--- src/rtl/tfsi_pkg.sv ---
// Shared types, constants and register codes for the tilt filter and shake impulse core.
package tfsi_pkg;

    localparam int SAMPLE_WIDTH_DEF  = 16;
    localparam int FRACTION_BITS_DEF = 12;
    localparam int SQRT_CYCLES_DEF   = (SAMPLE_WIDTH_DEF + 3) / 2;

    localparam int IMPULSE_W   = 14;
    localparam int GRAVITY_W   = 14;
    localparam int STRENGTH_W  = 15;
    localparam int CFG_INDEX_W = 3;
    localparam int CFG_DATA_W  = 17;

    localparam int ALPHA_W = 17;
    localparam int DECAY_W = 16;
    localparam int THR_W   = 15;
    localparam int GAIN_W  = 4;
    localparam int CEIL_W  = 14;
    localparam int FLOOR_W = 12;

    localparam logic [ALPHA_W-1:0] ALPHA_RESET = 17'd8738;
    localparam logic [DECAY_W-1:0] DECAY_RESET = 16'd62836;
    localparam logic [THR_W-1:0]   THR_RESET   = 15'd5325;
    localparam logic [GAIN_W-1:0]  GAIN_RESET  = 4'd4;
    localparam logic [CEIL_W-1:0]  CEIL_RESET  = 14'd10240;
    localparam logic [CEIL_W-1:0]  MCEIL_RESET = 14'd12288;
    localparam logic [FLOOR_W-1:0] FLOOR_RESET = 12'd41;

    localparam logic [ALPHA_W-1:0] ALPHA_MIN = 17'd655;
    localparam logic [ALPHA_W-1:0] ALPHA_MAX = 17'd65536;

    // Q1.16 alpha and Q0.16 decay factors are applied with a 16-bit right shift.
    localparam int GAIN_SHIFT = 16;

    typedef enum logic [CFG_INDEX_W-1:0] {
        REG_ALPHA       = 3'd0,
        REG_DECAY       = 3'd1,
        REG_THRESHOLD   = 3'd2,
        REG_GAIN        = 3'd3,
        REG_CEILING     = 3'd4,
        REG_MANUAL_CEIL = 3'd5,
        REG_FLOOR       = 3'd6
    } reg_index_t;

    typedef struct packed {
        logic [ALPHA_W-1:0] alpha;
        logic [DECAY_W-1:0] decay;
        logic [THR_W-1:0]   thr;
        logic [GAIN_W-1:0]  gain;
        logic [CEIL_W-1:0]  ceil;
        logic [CEIL_W-1:0]  mceil;
        logic [FLOOR_W-1:0] floor_lvl;
    } cfg_t;

    typedef enum logic [2:0] {
        MUL_DX    = 3'd0,
        MUL_DY    = 3'd1,
        MUL_DZ    = 3'd2,
        MUL_THR   = 3'd3,
        MUL_FX    = 3'd4,
        MUL_FY    = 3'd5,
        MUL_GAIN  = 3'd6,
        MUL_DECAY = 3'd7
    } mul_sel_t;

    typedef enum logic [3:0] {
        ST_IDLE   = 4'd0,
        ST_DX     = 4'd1,
        ST_DY     = 4'd2,
        ST_DZ     = 4'd3,
        ST_THR    = 4'd4,
        ST_FX     = 4'd5,
        ST_FY     = 4'd6,
        ST_FYU    = 4'd7,
        ST_SQRT   = 4'd8,
        ST_GAIN   = 4'd9,
        ST_SAT    = 4'd10,
        ST_DECAY  = 4'd11,
        ST_FLOOR  = 4'd12,
        ST_MANUAL = 4'd13,
        ST_OUT    = 4'd14
    } ctrl_state_t;

    typedef struct packed {
        logic     load_in;
        logic     mul_en;
        mul_sel_t mul_sel;
        logic     acc_en;
        logic     acc_first;
        logic     det_cap;
        logic     filt_x;
        logic     filt_y;
        logic     sqrt_init;
        logic     sqrt_step;
        logic     imp_sat;
        logic     imp_floor;
        logic     imp_manual;
        logic     out_load;
    } dp_cmd_t;

    typedef struct packed {
        logic manual;
        logic shake;
    } dp_status_t;

endpackage

--- src/rtl/tfsi_cfg.sv ---
// Configuration register file written through the valid/ready configuration channel.
module tfsi_cfg (
    input  logic                                 clk,
    input  logic                                 rst_n,
    input  logic                                 cfg_valid,
    output logic                                 cfg_ready,
    input  logic [tfsi_pkg::CFG_INDEX_W-1:0]     cfg_index,
    input  logic [tfsi_pkg::CFG_DATA_W-1:0]      cfg_data,
    output tfsi_pkg::cfg_t                       cfg
);
    import tfsi_pkg::*;

    cfg_t cfg_reg;
    cfg_t cfg_next;

    assign cfg_ready = 1'b1;
    assign cfg       = cfg_reg;

    always_comb
    begin
        cfg_next = cfg_reg;
        if (cfg_valid)
        begin
            case (reg_index_t'(cfg_index))
                REG_ALPHA:       cfg_next.alpha     = cfg_data[ALPHA_W-1:0];
                REG_DECAY:       cfg_next.decay     = cfg_data[DECAY_W-1:0];
                REG_THRESHOLD:   cfg_next.thr       = cfg_data[THR_W-1:0];
                REG_GAIN:        cfg_next.gain      = cfg_data[GAIN_W-1:0];
                REG_CEILING:     cfg_next.ceil      = cfg_data[CEIL_W-1:0];
                REG_MANUAL_CEIL: cfg_next.mceil     = cfg_data[CEIL_W-1:0];
                REG_FLOOR:       cfg_next.floor_lvl = cfg_data[FLOOR_W-1:0];
                default:         cfg_next = cfg_reg;
            endcase
        end
    end

    always_ff @(posedge clk or negedge rst_n)
    begin
        if (!rst_n)
        begin
            cfg_reg.alpha     <= ALPHA_RESET;
            cfg_reg.decay     <= DECAY_RESET;
            cfg_reg.thr       <= THR_RESET;
            cfg_reg.gain      <= GAIN_RESET;
            cfg_reg.ceil      <= CEIL_RESET;
            cfg_reg.mceil     <= MCEIL_RESET;
            cfg_reg.floor_lvl <= FLOOR_RESET;
        end
        else
        begin
            cfg_reg <= cfg_next;
        end
    end

endmodule

--- src/rtl/tfsi_ctrl.sv ---
// Sequencer that steps the shared multiplier, root unit and impulse update for each word.
module tfsi_ctrl #(
    parameter int SQRT_CYCLES = tfsi_pkg::SQRT_CYCLES_DEF
) (
    input  logic                  clk,
    input  logic                  rst_n,
    input  logic                  in_valid,
    output logic                  in_ready,
    output logic                  out_valid,
    input  logic                  out_ready,
    output tfsi_pkg::dp_cmd_t     cmd,
    input  tfsi_pkg::dp_status_t  status
);
    import tfsi_pkg::*;

    localparam int CW = $clog2(SQRT_CYCLES);

    ctrl_state_t     state_reg;
    ctrl_state_t     state_next;
    logic [CW-1:0]   cnt_reg;
    logic [CW-1:0]   cnt_next;
    logic            out_valid_reg;
    logic            out_valid_next;
    logic            out_free;

    assign out_free  = !out_valid_reg || out_ready;
    assign out_valid = out_valid_reg;

    always_comb
    begin
        state_next = state_reg;
        cnt_next   = '0;
        case (state_reg)
            ST_IDLE:   if (in_valid) state_next = ST_DX;
            ST_DX:     state_next = status.manual ? ST_MANUAL : ST_DY;
            ST_DY:     state_next = ST_DZ;
            ST_DZ:     state_next = ST_THR;
            ST_THR:    state_next = ST_FX;
            ST_FX:     state_next = ST_FY;
            ST_FY:     state_next = ST_FYU;
            ST_FYU:    state_next = status.shake ? ST_SQRT : ST_DECAY;
            ST_SQRT:
            begin
                cnt_next = cnt_reg + CW'(1);
                if (cnt_reg == CW'(SQRT_CYCLES - 1))
                begin
                    cnt_next   = '0;
                    state_next = ST_GAIN;
                end
            end
            ST_GAIN:   state_next = ST_SAT;
            ST_SAT:    state_next = ST_DECAY;
            ST_DECAY:  state_next = ST_FLOOR;
            ST_FLOOR:  state_next = ST_OUT;
            ST_MANUAL: state_next = ST_OUT;
            ST_OUT:    if (out_free) state_next = ST_IDLE;
            default:   state_next = ST_IDLE;
        endcase
    end

    always_comb
    begin
        cmd      = '0;
        in_ready = 1'b0;
        case (state_reg)
            ST_IDLE:
            begin
                in_ready    = 1'b1;
                cmd.load_in = in_valid;
            end
            ST_DX:
            begin
                cmd.mul_en  = 1'b1;
                cmd.mul_sel = MUL_DX;
            end
            ST_DY:
            begin
                cmd.mul_en    = 1'b1;
                cmd.mul_sel   = MUL_DY;
                cmd.acc_en    = 1'b1;
                cmd.acc_first = 1'b1;
            end
            ST_DZ:
            begin
                cmd.mul_en  = 1'b1;
                cmd.mul_sel = MUL_DZ;
                cmd.acc_en  = 1'b1;
            end
            ST_THR:
            begin
                cmd.mul_en  = 1'b1;
                cmd.mul_sel = MUL_THR;
                cmd.acc_en  = 1'b1;
            end
            ST_FX:
            begin
                cmd.det_cap = 1'b1;
                cmd.mul_en  = 1'b1;
                cmd.mul_sel = MUL_FX;
            end
            ST_FY:
            begin
                cmd.filt_x  = 1'b1;
                cmd.mul_en  = 1'b1;
                cmd.mul_sel = MUL_FY;
            end
            ST_FYU:
            begin
                cmd.filt_y    = 1'b1;
                cmd.sqrt_init = 1'b1;
            end
            ST_SQRT:   cmd.sqrt_step = 1'b1;
            ST_GAIN:
            begin
                cmd.mul_en  = 1'b1;
                cmd.mul_sel = MUL_GAIN;
            end
            ST_SAT:    cmd.imp_sat = 1'b1;
            ST_DECAY:
            begin
                cmd.mul_en  = 1'b1;
                cmd.mul_sel = MUL_DECAY;
            end
            ST_FLOOR:  cmd.imp_floor = 1'b1;
            ST_MANUAL: cmd.imp_manual = 1'b1;
            ST_OUT:    cmd.out_load = out_free;
            default:   cmd = '0;
        endcase
    end

    assign out_valid_next = cmd.out_load || (out_valid_reg && !out_ready);

    always_ff @(posedge clk or negedge rst_n)
    begin
        if (!rst_n)
        begin
            state_reg     <= ST_IDLE;
            cnt_reg       <= '0;
            out_valid_reg <= 1'b0;
        end
        else
        begin
            state_reg     <= state_next;
            cnt_reg       <= cnt_next;
            out_valid_reg <= out_valid_next;
        end
    end

    a_accept_starts: assert property (@(posedge clk) disable iff (!rst_n)
        (in_valid && in_ready) |=> (state_reg == ST_DX))
        else $error("accepted word did not start the sequence");

    a_load_when_free: assert property (@(posedge clk) disable iff (!rst_n)
        cmd.out_load |-> (!out_valid_reg || out_ready))
        else $error("result register overwritten while still held");

    a_valid_from_out: assert property (@(posedge clk) disable iff (!rst_n)
        $rose(out_valid_reg) |-> $past(state_reg == ST_OUT))
        else $error("result appeared outside the output step");

    a_root_count: assert property (@(posedge clk) disable iff (!rst_n)
        (state_reg == ST_SQRT) |-> (cnt_reg <= CW'(SQRT_CYCLES - 1)))
        else $error("root iteration count overran");

endmodule

--- src/rtl/tfsi_dp.sv ---
// Datapath: input latch, filter and impulse state, shared multiplier, root unit, result register.
module tfsi_dp #(
    parameter int SAMPLE_WIDTH  = tfsi_pkg::SAMPLE_WIDTH_DEF,
    parameter int FRACTION_BITS = tfsi_pkg::FRACTION_BITS_DEF
) (
    input  logic                                       clk,
    input  logic                                       rst_n,
    input  tfsi_pkg::cfg_t                             cfg,
    input  tfsi_pkg::dp_cmd_t                          cmd,
    output tfsi_pkg::dp_status_t                       status,
    input  logic                                       action,
    input  logic signed [SAMPLE_WIDTH-1:0]             accel_x,
    input  logic signed [SAMPLE_WIDTH-1:0]             accel_y,
    input  logic signed [SAMPLE_WIDTH-1:0]             accel_z,
    input  logic signed [tfsi_pkg::STRENGTH_W-1:0]     trigger_strength,
    output logic signed [tfsi_pkg::GRAVITY_W-1:0]      gravity_x,
    output logic signed [tfsi_pkg::GRAVITY_W-1:0]      gravity_y,
    output logic [tfsi_pkg::IMPULSE_W-1:0]             shake_impulse,
    output logic                                       shake_detected
);
    import tfsi_pkg::*;

    localparam int SW     = SAMPLE_WIDTH;
    localparam int FW     = FRACTION_BITS + 2;
    localparam int AW0    = (SW + 4 > FRACTION_BITS + 3) ? SW + 4 : FRACTION_BITS + 3;
    localparam int AW     = (AW0 > 18) ? AW0 : 18;
    localparam int PW     = 2 * AW;
    localparam int SQ_CYC = (SW + 3) / 2;
    localparam int RB     = 2 * SQ_CYC;
    localparam int EW     = 2 * RB;
    localparam int REMW   = RB + 3;
    localparam int MSW    = IMPULSE_W + 3;

    localparam logic signed [PW-1:0] ROUND_HALF = PW'(1) <<< (GAIN_SHIFT - 1);
    localparam logic signed [PW-1:0] ONE_G_POS  = PW'(1) <<< FRACTION_BITS;
    localparam logic signed [PW-1:0] ONE_G_NEG  = -ONE_G_POS;

    // Latched input word and persistent state.
    logic                          action_reg;
    logic signed [SW-1:0]          ax_reg, ay_reg, az_reg;
    logic signed [STRENGTH_W-1:0]  strength_reg;
    logic signed [SW-1:0]          px_reg, py_reg, pz_reg;
    logic signed [FW-1:0]          fx_reg, fy_reg;
    logic signed [FW-1:0]          fx_next, fy_next;
    logic [IMPULSE_W-1:0]          imp_reg, imp_next;
    logic                          det_reg, det_next;

    // Working registers.
    logic signed [PW-1:0]          prod_reg, prod_next;
    logic [EW-1:0]                 acc_reg, acc_next;
    logic [EW-1:0]                 rad_reg, rad_next;
    logic [REMW-1:0]               rem_reg, rem_next;
    logic [RB-1:0]                 root_reg, root_next;

    // Result register.
    logic signed [GRAVITY_W-1:0]   gx_out_reg, gy_out_reg;
    logic [IMPULSE_W-1:0]          imp_out_reg;
    logic                          det_out_reg;

    // Multiplier operands.
    logic signed [AW-1:0]          ax_e, ay_e, az_e, px_e, py_e, pz_e;
    logic signed [AW-1:0]          fx_e, fy_e, thr_e, alpha_e, gain_e, root_e;
    logic signed [AW-1:0]          imp_e, decay_e;
    logic signed [AW-1:0]          op_a, op_b;
    logic [ALPHA_W-1:0]            alpha_use;

    // Filter update.
    logic signed [FW-1:0]          f_sel;
    logic signed [PW-1:0]          f_pw, f_rnd, f_step, f_sum, f_clamp;
    logic signed [PW-1:0]          fx_pw, fy_pw;

    // Impulse arithmetic.
    logic [PW-1:0]                 sat_sum, ceil_pw, thr_sq;
    logic [IMPULSE_W-1:0]          dec_val;
    logic signed [MSW-1:0]         man_sum;

    // Root iteration.
    logic [REMW-1:0]               rem_v, trial;
    logic [RB-1:0]                 root_v;
    logic [EW-1:0]                 rad_v;

    assign alpha_use = (cfg.alpha < ALPHA_MIN) ? ALPHA_MIN :
                       ((cfg.alpha > ALPHA_MAX) ? ALPHA_MAX : cfg.alpha);

    assign ax_e    = {{(AW-SW){ax_reg[SW-1]}}, ax_reg};
    assign ay_e    = {{(AW-SW){ay_reg[SW-1]}}, ay_reg};
    assign az_e    = {{(AW-SW){az_reg[SW-1]}}, az_reg};
    assign px_e    = {{(AW-SW){px_reg[SW-1]}}, px_reg};
    assign py_e    = {{(AW-SW){py_reg[SW-1]}}, py_reg};
    assign pz_e    = {{(AW-SW){pz_reg[SW-1]}}, pz_reg};
    assign fx_e    = {{(AW-FW){fx_reg[FW-1]}}, fx_reg};
    assign fy_e    = {{(AW-FW){fy_reg[FW-1]}}, fy_reg};
    assign thr_e   = {{(AW-THR_W){1'b0}}, cfg.thr};
    assign alpha_e = {{(AW-ALPHA_W){1'b0}}, alpha_use};
    assign gain_e  = {{(AW-GAIN_W){1'b0}}, cfg.gain};
    assign root_e  = {{(AW-RB){1'b0}}, root_reg};
    assign imp_e   = {{(AW-IMPULSE_W){1'b0}}, imp_reg};
    assign decay_e = {{(AW-DECAY_W){1'b0}}, cfg.decay};

    always_comb
    begin
        op_a = ax_e - px_e;
        op_b = ax_e - px_e;
        case (cmd.mul_sel)
            MUL_DX:
            begin
                op_a = ax_e - px_e;
                op_b = ax_e - px_e;
            end
            MUL_DY:
            begin
                op_a = ay_e - py_e;
                op_b = ay_e - py_e;
            end
            MUL_DZ:
            begin
                op_a = az_e - pz_e;
                op_b = az_e - pz_e;
            end
            MUL_THR:
            begin
                op_a = thr_e;
                op_b = thr_e;
            end
            // Screen X follows the sensor Y axis and screen Y the sensor X axis.
            MUL_FX:
            begin
                op_a = ay_e - fx_e;
                op_b = alpha_e;
            end
            MUL_FY:
            begin
                op_a = ax_e - fy_e;
                op_b = alpha_e;
            end
            MUL_GAIN:
            begin
                op_a = gain_e;
                op_b = root_e - thr_e;
            end
            MUL_DECAY:
            begin
                op_a = imp_e;
                op_b = decay_e;
            end
            default:
            begin
                op_a = '0;
                op_b = '0;
            end
        endcase
    end

    assign prod_next = cmd.mul_en ? (op_a * op_b) : prod_reg;

    assign acc_next = !cmd.acc_en   ? acc_reg :
                      cmd.acc_first ? prod_reg[EW-1:0] :
                                      acc_reg + prod_reg[EW-1:0];

    // The multiplier holds the squared threshold while the jerk energy is compared.
    assign thr_sq   = prod_reg;
    assign det_next = cmd.load_in ? 1'b0 :
                      cmd.det_cap ? ({{(PW-EW){1'b0}}, acc_reg} > thr_sq) : det_reg;

    // Round to nearest with ties upward, then clamp to one g.
    assign f_sel   = cmd.filt_y ? fy_reg : fx_reg;
    assign f_pw    = {{(PW-FW){f_sel[FW-1]}}, f_sel};
    assign f_rnd   = prod_reg + ROUND_HALF;
    assign f_step  = f_rnd >>> GAIN_SHIFT;
    assign f_sum   = f_pw + f_step;
    assign f_clamp = (f_sum > ONE_G_POS) ? ONE_G_POS :
                     ((f_sum < ONE_G_NEG) ? ONE_G_NEG : f_sum);

    assign fx_next = cmd.filt_x ? f_clamp[FW-1:0] : fx_reg;
    assign fy_next = cmd.filt_y ? f_clamp[FW-1:0] : fy_reg;

    // Two result bits of the integer root per cycle.
    always_comb
    begin
        rem_v  = rem_reg;
        root_v = root_reg;
        rad_v  = rad_reg;
        trial  = '0;
        for (int i = 0; i < 2; i++)
        begin
            rem_v = {rem_v[REMW-3:0], rad_v[EW-1 -: 2]};
            rad_v = {rad_v[EW-3:0], 2'b00};
            trial = {{(REMW-RB-2){1'b0}}, root_v, 2'b01};
            if (rem_v >= trial)
            begin
                rem_v  = rem_v - trial;
                root_v = {root_v[RB-2:0], 1'b1};
            end
            else
            begin
                root_v = {root_v[RB-2:0], 1'b0};
            end
        end
    end

    always_comb
    begin
        rad_next  = rad_reg;
        rem_next  = rem_reg;
        root_next = root_reg;
        if (cmd.sqrt_init)
        begin
            rad_next  = acc_reg;
            rem_next  = '0;
            root_next = '0;
        end
        else if (cmd.sqrt_step)
        begin
            rad_next  = rad_v;
            rem_next  = rem_v;
            root_next = root_v;
        end
    end

    assign ceil_pw = {{(PW-CEIL_W){1'b0}}, cfg.ceil};
    assign sat_sum = {{(PW-IMPULSE_W){1'b0}}, imp_reg} + $unsigned(prod_reg);
    assign dec_val = prod_reg[GAIN_SHIFT +: IMPULSE_W];
    assign man_sum = $signed({{(MSW-IMPULSE_W){1'b0}}, imp_reg})
                   + {{(MSW-STRENGTH_W){strength_reg[STRENGTH_W-1]}}, strength_reg};

    always_comb
    begin
        imp_next = imp_reg;
        if (cmd.imp_sat)
        begin
            imp_next = (sat_sum > ceil_pw) ? cfg.ceil : sat_sum[IMPULSE_W-1:0];
        end
        else if (cmd.imp_floor)
        begin
            imp_next = (dec_val < {{(IMPULSE_W-FLOOR_W){1'b0}}, cfg.floor_lvl}) ? '0 : dec_val;
        end
        else if (cmd.imp_manual)
        begin
            if (man_sum < 0)
                imp_next = '0;
            else if (man_sum > $signed({{(MSW-CEIL_W){1'b0}}, cfg.mceil}))
                imp_next = cfg.mceil;
            else
                imp_next = man_sum[IMPULSE_W-1:0];
        end
    end

    assign fx_pw = {{(PW-FW){fx_reg[FW-1]}}, fx_reg};
    assign fy_pw = {{(PW-FW){fy_reg[FW-1]}}, fy_reg};

    always_ff @(posedge clk or negedge rst_n)
    begin
        if (!rst_n)
        begin
            px_reg  <= '0;
            py_reg  <= '0;
            pz_reg  <= '0;
            fx_reg  <= '0;
            fy_reg  <= '0;
            imp_reg <= '0;
            det_reg <= 1'b0;
        end
        else
        begin
            if (cmd.filt_y)
            begin
                px_reg <= ax_reg;
                py_reg <= ay_reg;
                pz_reg <= az_reg;
            end
            fx_reg  <= fx_next;
            fy_reg  <= fy_next;
            imp_reg <= imp_next;
            det_reg <= det_next;
        end
    end

    always_ff @(posedge clk)
    begin
        if (cmd.load_in)
        begin
            action_reg   <= action;
            ax_reg       <= accel_x;
            ay_reg       <= accel_y;
            az_reg       <= accel_z;
            strength_reg <= trigger_strength;
        end
        prod_reg <= prod_next;
        acc_reg  <= acc_next;
        rad_reg  <= rad_next;
        rem_reg  <= rem_next;
        root_reg <= root_next;
        if (cmd.out_load)
        begin
            gx_out_reg  <= fx_pw[GRAVITY_W-1:0];
            gy_out_reg  <= fy_pw[GRAVITY_W-1:0];
            imp_out_reg <= imp_reg;
            det_out_reg <= det_reg;
        end
    end

    assign status.manual  = action_reg;
    assign status.shake   = det_reg;
    assign gravity_x      = gx_out_reg;
    assign gravity_y      = gy_out_reg;
    assign shake_impulse  = imp_out_reg;
    assign shake_detected = det_out_reg;

endmodule

--- src/rtl/tilt_filter_and_shake_impulse_core.sv ---
// Top level of the tilt filter and shake impulse core.
// Each accepted word is handled on its own by a sequencer driving one shared signed
// multiplier, so a new word is taken only after the sequencer is through with the last
// one. A sensor sample makes seven multiplier passes (three squares, the squared
// threshold, two filter products and the decay product), plus the gain product and the
// integer root, which yields two bits per cycle, when a shake is seen. A finished result
// sits in an output register, so the next word is taken while it waits for out_ready.
// Configuration writes are always accepted and are registered.
module tilt_filter_and_shake_impulse_core #(
    parameter int SAMPLE_WIDTH  = tfsi_pkg::SAMPLE_WIDTH_DEF,
    parameter int FRACTION_BITS = tfsi_pkg::FRACTION_BITS_DEF
) (
    input  logic                                    clk,
    input  logic                                    rst_n,
    input  logic                                    in_valid,
    output logic                                    in_ready,
    input  logic                                    action,
    input  logic signed [SAMPLE_WIDTH-1:0]          accel_x,
    input  logic signed [SAMPLE_WIDTH-1:0]          accel_y,
    input  logic signed [SAMPLE_WIDTH-1:0]          accel_z,
    input  logic signed [tfsi_pkg::STRENGTH_W-1:0]  trigger_strength,
    output logic                                    out_valid,
    input  logic                                    out_ready,
    output logic signed [tfsi_pkg::GRAVITY_W-1:0]   gravity_x,
    output logic signed [tfsi_pkg::GRAVITY_W-1:0]   gravity_y,
    output logic [tfsi_pkg::IMPULSE_W-1:0]          shake_impulse,
    output logic                                    shake_detected,
    input  logic                                    cfg_valid,
    output logic                                    cfg_ready,
    input  logic [tfsi_pkg::CFG_INDEX_W-1:0]        cfg_index,
    input  logic [tfsi_pkg::CFG_DATA_W-1:0]         cfg_data
);
    import tfsi_pkg::*;

    localparam int SQRT_CYCLES = (SAMPLE_WIDTH + 3) / 2;

    cfg_t       cfg;
    dp_cmd_t    cmd;
    dp_status_t status;

    tfsi_cfg u_cfg (
        .clk       (clk),
        .rst_n     (rst_n),
        .cfg_valid (cfg_valid),
        .cfg_ready (cfg_ready),
        .cfg_index (cfg_index),
        .cfg_data  (cfg_data),
        .cfg       (cfg)
    );

    tfsi_ctrl #(
        .SQRT_CYCLES (SQRT_CYCLES)
    ) u_ctrl (
        .clk       (clk),
        .rst_n     (rst_n),
        .in_valid  (in_valid),
        .in_ready  (in_ready),
        .out_valid (out_valid),
        .out_ready (out_ready),
        .cmd       (cmd),
        .status    (status)
    );

    tfsi_dp #(
        .SAMPLE_WIDTH  (SAMPLE_WIDTH),
        .FRACTION_BITS (FRACTION_BITS)
    ) u_dp (
        .clk              (clk),
        .rst_n            (rst_n),
        .cfg              (cfg),
        .cmd              (cmd),
        .status           (status),
        .action           (action),
        .accel_x          (accel_x),
        .accel_y          (accel_y),
        .accel_z          (accel_z),
        .trigger_strength (trigger_strength),
        .gravity_x        (gravity_x),
        .gravity_y        (gravity_y),
        .shake_impulse    (shake_impulse),
        .shake_detected   (shake_detected)
    );

endmodule
--- config.mk ---
export PLATFORM = sky130hd
export DESIGN_NAME = tilt_filter_and_shake_impulse_core
export DESIGN_NICKNAME = d
export VERILOG_FILES = /design/src/rtl/tfsi_pkg.sv /design/src/rtl/tfsi_cfg.sv /design/src/rtl/tfsi_ctrl.sv /design/src/rtl/tfsi_dp.sv /design/src/rtl/tilt_filter_and_shake_impulse_core.sv
export SDC_FILE = /design/constraint.sdc
export NUM_CORES = 2
export LEC_CHECK = 0
export ABC_AREA = 1
export BUFFER_PORTS_ARGS = -buffer_cell sky130_fd_sc_hd__buf_2
export CORE_MARGIN = 10
export CORE_UTILIZATION = 70
export CTS_CLUSTER_SIZE = 16
export DETAILED_ROUTE_END_ITERATION = 7
export GPL_ROUTABILITY_DRIVEN = 1
export PLACE_DENSITY = 0.85
export SLEW_MARGIN = 20
export SYNTH_ARGS = -nofsm -noshare
export SYNTH_HDL_FRONTEND = slang
export SYNTH_SLANG_ARGS = --single-unit
export TNS_END_PERCENT = 100
--- constraint.sdc ---
create_clock -name clk -period 16.9 [get_ports clk]
set_input_delay 0.845 -clock clk [delete_from_list [all_inputs] [get_ports clk]]
set_output_delay 0.845 -clock clk [all_outputs]
set_load 0.01 [all_outputs]
==> results.sh <==
export IMPL_required_ps=17220
export IMPL_die_w_um=280
export IMPL_ys_warn_count=0
export IMPL_hold_worst_slack_ps=215
export IMPL_fmax_mhz=88.5
export IMPL_cts_resized_gates=0
export IMPL_hold_viol=0
export IMPL_cts_sinks=448
export IMPL_cp_slowest_stage_delay_ps=910
export IMPL_ys_top_cells_by_area="fa_1, edfxtp_1, ha_1, nand2_1, inv_1"
export IMPL_critPathMostFrequentCell="fa_1"
export IMPL_grt_pass1_wl_um=236000
export IMPL_via_per_inst=6.10
export IMPL_dr_pass1_iters=8
export IMPL_holdCritPathClass="in -> async"
export IMPL_status="finished, violations left"
export IMPL_synth_common_cells="nand2_1, inv_1, nor2_1"
export IMPL_final_nets=7072
export IMPL_synth_adder_area_share_pct=27.3
export IMPL_initial_core_util_pct=70.5
export IMPL_crit_buf_inv=9
export IMPL_pre_cts_ws_ps=5830
export IMPL_wl_um=155000
export IMPL_finalSetupViolations=0
export IMPL_tritoncts="built"
export IMPL_finalSetupTns_ps=0
export IMPL_globalRouteTotalUtil_pct=39.1
export IMPL_final_antenna_net_count=0
export IMPL_synth_area_sq_um=47300
export IMPL_min_period_over_period_pct=66.9
export IMPL_synth_edf_count=219
export IMPL_synth_seq_cells=448
export IMPL_cp_end_kind="flop"
export IMPL_wl_met3_um=18000
export IMPL_tightest_slew_ps=1220
export IMPL_htree_num_levels=2
export IMPL_largest_register_ff_count=92
export IMPL_synth_top_flop_cell="edfxtp_1"
export IMPL_yosysMostFrequentCell="nand2_1"
export IMPL_clockBufferDepth=3
export IMPL_synth_area_leader_cell="fa_1"
export IMPL_vias=43400
export IMPL_arrival_ps=11620
export IMPL_fp_dieH_um=280
export IMPL_portBuffers=133
export IMPL_drive_gt1_share_pct=6.87
export IMPL_yosys_area_share_simple_pct=21.8
export IMPL_drt_met1_wl_um=56900
export IMPL_grt_max_degree=100
export IMPL_grt_pass1_vias=42000
export IMPL_rsz0062_at_grt="false"
export IMPL_crit_path_max_fanout=37
export IMPL_avgSynthCellArea_sq_um=7.73
export IMPL_post_cts_buffers=0
export IMPL_synthesis_nets=6997
export IMPL_grt_antenna_before_repair=8
export IMPL_synth_xor_area_share_pct=3.00
export IMPL_maxCapViolCount=0
export IMPL_synth_top_area_share_pct=16.6
export IMPL_yosysSeqAreaShare_pct=25.7
export IMPL_dieArea_sq_um=78300
export IMPL_hold_buffers=0
export IMPL_grt_overflow_total=0
export IMPL_coreArea_sq_um=67000
export IMPL_skew_ps=50.0
export IMPL_io_pins=135
export IMPL_critPathTopFamily="adder cells"
export IMPL_drc=1
export IMPL_syn_inst=6112
export IMPL_synth_top_family_by_area="adder cells"
export IMPL_cp_start_kind="flop"
export IMPL_synthMuxAreaShare_pct=0.0450
export IMPL_synth_compound_area_share_pct=11.5
export IMPL_slew_headroom_pct=18.9
export IMPL_ys_async_sr_fraction_pct=42.9
export IMPL_ys_types=74
export IMPL_cts_reportedPaths_clkPinSlew_ps=60
export IMPL_violations="design-rule violations"
export IMPL_first_iter_violations=5372
export IMPL_maxSlewViolCount=0
export IMPL_crit_type="reg -> reg"
export IMPL_cts_inserted_buffers=50
export IMPL_period_needed_ps=11300
export IMPL_insertion_delay_ps=620
export IMPL_gp_congestion=1.06
export IMPL_dpl_hpwl_um=123000
export IMPL_top_layer_used="met5"
export IMPL_wl_met2_um=68700
export IMPL_root_buffer="clkbuf_16"
export IMPL_rows=95
export IMPL_cpMaxStageDelayCell="nand2_2"
export IMPL_drt_wirelength_per_cell_um=21.8
export IMPL_fin_ws_ps=5600
export IMPL_syn2layout_area_growth_pct=6.60
-- layer usage --
layer,GRT usage [%],vias to the layer above
met5,0,-
met4,23.5,4
met3,8.53,661
met2,61.6,2688
met1,49.0,20300
li1,-,19700
-- final timing paths --
check / end / from / slack [ps] / cells past startpoint
max: u_dp.prod_reg[39]$_DFFE_PP_ / u_ctrl.state_reg[2]$_DFFE_PN0P_ / 5600 / 35
min: u_dp.pz_reg[3]$_DFFE_PN0P_ / rst_n / 220 / 1
max reg2reg: u_dp.prod_reg[39]$_DFFE_PP_ / u_ctrl.state_reg[2]$_DFFE_PN0P_ / 5600 / 35
min reg2reg: u_dp.gravity_x[13]$_DFFE_PP_ / u_dp.fx_reg[13]$_DFFE_PN0P_ / 460 / 0
max in group asynchronous: u_cfg.cfg[22]$_DFFE_PN0P_ / rst_n / 15330 / 2
min in group clk: u_dp.strength_reg[8]$_DFFE_PP_ / trigger_strength[8] / 390 / 1
-- final cells by class --
cell class              count  area [sq um]
repair buffers            162           892
diodes                      5          12.5
fillers                  5060         16600
clock buffers              58          1350
flip-flops and latches    448         12200
clock inverters            36           385
multi-input cells        4354         30100
inverters                1171          4400
well taps                 873          1090
-- layout by cell type (no fill, tap or decap), types with 45 or more instances in the layout --
cell type  Yosys  routed
a21oi_1      387     386
buf_2         38     132
clkbuf_16      0      52
dfrtp_1      163     163
edfxtp_1     219     219
fa_1         392     392
ha_1         404     404
inv_1       1129    1127
nand2_1     1293    1291
nand3_1      295     295
nand4_1       87      87
nor2_1       543     538
nor3_1        57      57
o21ai_0      376     376
xnor2_1       45      45
xor2_1       117     117
-- stage by stage --
stage,util (%),cell area (sq um),std cells
6_report,75.2,50400,7107
5_1_grt,75.1,50400,7102
4_1_cts,75.1,50400,7102
3_5_place_dp,72.5,48600,7008
3_3_place_gp,72.5,48600,7008
2_1_floorplan,-,47300,6112
-- cells by family (layout without fill, tap and decap cells) --
group                    Yosys count  after routing
AO/OA/AOI/OAI                    983            983
AND/OR/NAND/NOR                 2410           2410
adder cells (fa/ha/maj)          796            796
other                              1              6
buffers and inverters           1310           1427
XOR/XNOR                         162            162
flip-flops                       448            448
multiplexers                       2              2
Power is left out: the tool's default activity adds up to more than one toggle a clock period on the data nets, which glitch-free logic cannot reach.
